==> config.mk <==
export PLATFORM = sky130hd
export DESIGN_NAME = cil_point_mem
export DESIGN_NICKNAME = d
export VERILOG_FILES = /design/src/hw/rtl/cil_pkg.sv /design/src/hw/rtl/cil_point_mem.sv
export SDC_FILE = /design/constraint.sdc
export NUM_CORES = 2
export LEC_CHECK = 0
export BUFFER_PORTS_ARGS = -buffer_cell sky130_fd_sc_hd__buf_4
export CORE_AREA = 2 2 753 530
export DETAILED_ROUTE_END_ITERATION = 8
export DIE_AREA = 0 0 755 532
export GPL_ROUTABILITY_DRIVEN = 0
export PLACE_DENSITY = 0.59
export SYNTH_ARGS = -nofsm -noshare
export SYNTH_HDL_FRONTEND = slang
export SYNTH_SLANG_ARGS = --single-unit
==> constraint.sdc <==
create_clock -name clk_i -period 6.2 [get_ports clk_i]
set_clock_uncertainty 0.15 [all_clocks]
set_input_delay 1.24 -clock clk_i [delete_from_list [all_inputs] [get_ports clk_i]]
set_output_delay 1.24 -clock clk_i [all_outputs]
set_load 0.02 [all_outputs]
==> src/hw/rtl/cil_pkg.sv <==
// Shared types and constants of the curve interpolation lookup.
package cil_pkg;

  // Default table depth
  localparam int unsigned MAX_POINTS_DEF = 64;

  // Field widths
  localparam int unsigned TENOR_W = 24;  // Q8.16
  localparam int unsigned VALUE_W = 32;  // Q2.30
  localparam int unsigned INDEX_W = 6;
  localparam int unsigned COUNT_W = 7;
  localparam int unsigned QUOT_W  = 16;  // interpolation weight bits
  localparam int unsigned STEP_W  = $clog2(QUOT_W);
  // signed (v2 - v1) times unsigned weight, plus headroom for the sum
  localparam int unsigned PROD_W  = VALUE_W + 1 + QUOT_W + 1;

  // Item kinds
  localparam logic ACT_WRITE = 1'b0;
  localparam logic ACT_QUERY = 1'b1;

  // One curve point as held in the table memory
  typedef struct packed {
    logic [TENOR_W-1:0] tenor;
    logic [VALUE_W-1:0] value;
  } point_t;

  // Query sequencer states
  typedef enum logic [3:0] {
    ST_IDLE,   // waiting for a transaction
    ST_SRD,    // issue a search read
    ST_SCMP,   // compare the search read
    ST_POS,    // search done, pick the entry to fetch
    ST_EDGE,   // flat extrapolation value arrives
    ST_HI,     // upper neighbour arrives
    ST_LO,     // lower neighbour arrives
    ST_DIV,    // weight division, one bit a cycle
    ST_MUL,    // weight times value difference
    ST_SUM,    // add base value and scale down
    ST_OUT     // hand the result to the output register
  } state_e;

endpackage

==> src/hw/rtl/cil_point_mem.sv <==
// Curve point table: one write port, one read port with registered data.
module cil_point_mem #(
  parameter int unsigned DEPTH = cil_pkg::MAX_POINTS_DEF,
  parameter int unsigned AW    = $clog2(DEPTH)
) (
  input  logic             clk_i,
  input  logic             wr_en_i,
  input  logic [AW-1:0]    wr_addr_i,
  input  cil_pkg::point_t  wr_data_i,
  input  logic             rd_en_i,
  input  logic [AW-1:0]    rd_addr_i,
  output cil_pkg::point_t  rd_data_o
);

  cil_pkg::point_t mem_q [DEPTH];
  cil_pkg::point_t rd_data_q;

  // Write port
  always_ff @(posedge clk_i) begin
    if (wr_en_i) begin
      mem_q[wr_addr_i] <= wr_data_i;
    end
  end

  // Read port, registered data
  always_ff @(posedge clk_i) begin
    if (rd_en_i) begin
      rd_data_q <= mem_q[rd_addr_i];
    end
  end

  assign rd_data_o = rd_data_q;

endmodule

==> impl_metrics.xml <==
<?xml version="1.0" encoding="UTF-8"?>
<metrics>
  <group name="status">
    <metric name="run_status" unit="">completed</metric>
  </group>
  <group name="min_path">
    <metric name="worst_hold_path_type" unit="">input port to flop</metric>
  </group>
  <group name="cts">
    <metric name="cts.sink_count" unit="">3640</metric>
    <metric name="cts.repair.resized" unit="">0</metric>
    <metric name="post_cts_buffers" unit="">0</metric>
    <metric name="cts_root_buffer" unit="">clkbuf_16</metric>
    <metric name="tritoncts" unit="">built</metric>
    <metric name="clock_buffer_count_from_cts" unit="">338</metric>
    <metric name="clock_transition_at_the_registers_of_the_reported_paths" unit="ps">70</metric>
    <metric name="clk_path_buf_depth" unit="">4</metric>
    <metric name="h-tree-depth" unit="">5</metric>
    <metric name="cts_hold_repair.buffers" unit="">0</metric>
    <metric name="clock_latency" unit="ps">950</metric>
  </group>
  <group name="timing">
    <metric name="finalSetupViolations" unit="">0</metric>
    <metric name="achievable-frequency" unit="MHz">238</metric>
    <metric name="grt_setup_unrepaired" unit="">no</metric>
    <metric name="max_slew_margin" unit="%">16.1</metric>
    <metric name="post-route-worst-setup-slack" unit="ps">2000</metric>
    <metric name="min_period_over_period" unit="%">67.8</metric>
    <metric name="timing_hold_violations_final" unit="">0</metric>
    <metric name="tightestPinTransition" unit="ps">1260</metric>
    <metric name="final_period_minus_worst_setup_slack" unit="ps">4200</metric>
    <metric name="timing_max_transition_violations_final" unit="">0</metric>
    <metric name="fin_hold_ws" unit="ps">681</metric>
    <metric name="fin_setup_tns" unit="ps">0</metric>
  </group>
  <group name="pwr">
    <metric name="power.density_cell_area" unit="nW/um^2">322</metric>
    <metric name="leakagePower" unit="uW">0.0481</metric>
    <metric name="irDropWorstVdd" unit="uV">264</metric>
  </group>
  <group name="flow_run">
    <metric name="maxCapViolations" unit="">0</metric>
  </group>
  <group name="synth">
    <metric name="yosys.area.top_type_share" unit="%">79.5</metric>
    <metric name="synth-seq-area-share" unit="%">79.5</metric>
    <metric name="synth.yosys.warnings" unit="">0</metric>
    <metric name="flip_flop_and_latch_count_after_synthesis" unit="">3640</metric>
    <metric name="largest_cells_by_area_after_synthesis" unit="">edfxtp_1, mux4_2, mux2i_1</metric>
    <metric name="yosys.cell_count.top_type" unit="">edfxtp_1</metric>
    <metric name="yosys.area.top_type" unit="">edfxtp_1</metric>
    <metric name="share_of_synthesized_registers_carrying_an_async_set_or_reset" unit="%">0</metric>
    <metric name="netlist_instances" unit="">5949</metric>
    <metric name="synth_edf_count" unit="">3640</metric>
    <metric name="synth.cell_area" unit="um^2">138000</metric>
    <metric name="synth_top_flop_cell" unit="">edfxtp_1</metric>
    <metric name="syn_area_per_cell" unit="um^2">23.1</metric>
    <metric name="synthDistinctLibCells" unit="">46</metric>
    <metric name="mapped_nets" unit="">6020</metric>
    <metric name="synth.cells.most_frequent" unit="">edfxtp_1, mux4_2, o22ai_1, mux2i_1, clkbuf_1</metric>
  </group>
  <group name="floorplan">
    <metric name="die_y" unit="um">532</metric>
    <metric name="pin_count" unit="">127</metric>
    <metric name="effective_utilization_at_floorplan" unit="%">34.9</metric>
    <metric name="die-width" unit="um">755</metric>
    <metric name="die-area" unit="um^2">402000</metric>
    <metric name="coreArea" unit="um^2">394000</metric>
    <metric name="fp-row-count" unit="">193</metric>
  </group>
  <group name="grt">
    <metric name="grt_util_all_layers" unit="%">19.3</metric>
    <metric name="grt_pass1_wl" unit="mm">548</metric>
    <metric name="grt_pass1_vias" unit="">66300</metric>
    <metric name="grt_max_degree" unit="">92</metric>
    <metric name="grt_remaining_overflow" unit="">0</metric>
    <metric name="antenna_found_initial" unit="">23</metric>
  </group>
  <group name="finish">
    <metric name="nNetsFinal" unit="">6377</metric>
    <metric name="final_cell_count_no_fill" unit="">11800</metric>
    <metric name="areaGrowthSynthToFinish" unit="%">14.2</metric>
    <metric name="layout-drive-gt1-share" unit="%">26.6</metric>
    <metric name="nFillCells" unit="">34100</metric>
  </group>
  <group name="placed_design">
    <metric name="dp_slack" unit="ps">1200</metric>
    <metric name="placed_cells_incl_taps" unit="">11200</metric>
    <metric name="place.detailed.hpwl" unit="mm">223</metric>
    <metric name="io_buffers" unit="">126</metric>
  </group>
  <group name="route">
    <metric name="detailroute.via_count" unit="">68100</metric>
    <metric name="routed_wirelength" unit="mm">398</metric>
    <metric name="drtAntennaViolNets" unit="">0</metric>
    <metric name="drc" unit="">0</metric>
    <metric name="drt-vias-per-instance" unit="">5.75</metric>
    <metric name="detailedRoute.firstIterationViolations" unit="">10200</metric>
    <metric name="detailed_routing_iteration_count_for_the_pre_antenna_repair_pass" unit="">5</metric>
    <metric name="post_drt_wl_per_cell" unit="um">33.6</metric>
  </group>
  <group name="worst_setup_path">
    <metric name="required" unit="ps">6700</metric>
    <metric name="crit_type" unit="">input port to flop</metric>
    <metric name="worst-path-max-fanout" unit="">65</metric>
    <metric name="timing.critical_path.to_type" unit="">flop</metric>
    <metric name="critical_path.startpoint_type" unit="">input port</metric>
    <metric name="worst-endpoint-arrival" unit="ps">4700</metric>
  </group>
</metrics>
cell families after synthesis:
group	count (synthesis)	synth area share [%]
buffers and inverters	343	1.41
multiplexers	1051	15.0
AND/OR/NAND/NOR	324	1.16
AO/OA/AOI/OAI	591	2.98
flip-flops	3640	79.5
metrics by stage:
step / area (um^2) / utilization, % / total power (uW)
floorplan: 138000 / - / 29200
global placement: 146000 / 37.1 / 30400
detailed placement: 146000 / 37.1 / 30400
CTS: 157000 / 39.9 / 50900
global route: 157000 / 39.9 / 51900
finish: 157000 / 39.9 / 50600
critical path, stage by stage:
cell,delay (ps)
buf_8,490
buf_12,410
nand2b_1,750
o22ai_1,750
o21ai_0,510
and3_1,350
final timing paths:
check	from	slack, ps	to	depth (start not counted)
hold / removal	wr_data_i[32]	680	mem_q[39][32]	1
hold reg to reg	mem_q[58][3]	700	rd_data_o[3]	4
setup / recovery	rd_addr_i[1]	2000	rd_data_o[24]	6
setup reg to reg	mem_q[16][24]	3600	rd_data_o[24]	4
registers in the layout, summed over array words and instances (netlist names):
register and flops:
rd_data_o 56, mem_q 3584
layer usage:
metal	vias up	part of all wire, %	GRT usage [%]
li1	26400	-	-
met3	512	10	4.42
met5	-	0.028	0
met2	3676	44	28.3
met1	37500	44	29.5
met4	18	2.2	4.13
placed cells by master, fill, tap and decap left out, types with 6 or more instances in the layout:
cell / count
mux4_2: 803
nor2b_1: 10
clkinvlp_4: 11
o221ai_1: 57
o21ai_1: 19
and3_1: 10
a22oi_1: 73
a21oi_1: 15
nor2_1: 25
a311oi_1: 21
nand2_2: 6
clkbuf_16: 346
a211oi_1: 37
nor4_1: 34
o21ai_0: 40
clkinv_4: 6
clkinv_1: 81
buf_12: 60
nor2_4: 63
o22ai_1: 252
o211ai_1: 6
a41o_1: 9
a211o_1: 10
o21a_1: 33
buf_4: 295
nand3_1: 28
nand2_1: 69
clkinv_2: 52
inv_6: 9
mux2i_1: 217
o211a_1: 8
mux2_2: 31
nand4_1: 22
and2_1: 16
bufinv_16: 31
clkbuf_1: 68
edfxtp_1: 3640
power by group:
part	internal [uW]	leakage (uW)	switching, uW
clock network	11600	0.00524	9150
registers	27300	0.0328	116
logic	863	0.0100	1610
cell type report:
type                            instances  area (um^2)  area share [%]
Antenna cell                            2         5.00         0.00319
Clock buffer                          414         8910            5.68
Clock inverter                        197         1840            1.17
Inverter                                1         8.76         0.00558
Multi-Input combinational cell       1966        26900            17.1
Sequential cell                      3640       109000            69.6
Tap cell                             5265         6590            4.20
Timing Repair Buffer                  359         3480            2.22
No activity file was read; power rests on OpenSTA's default activity.
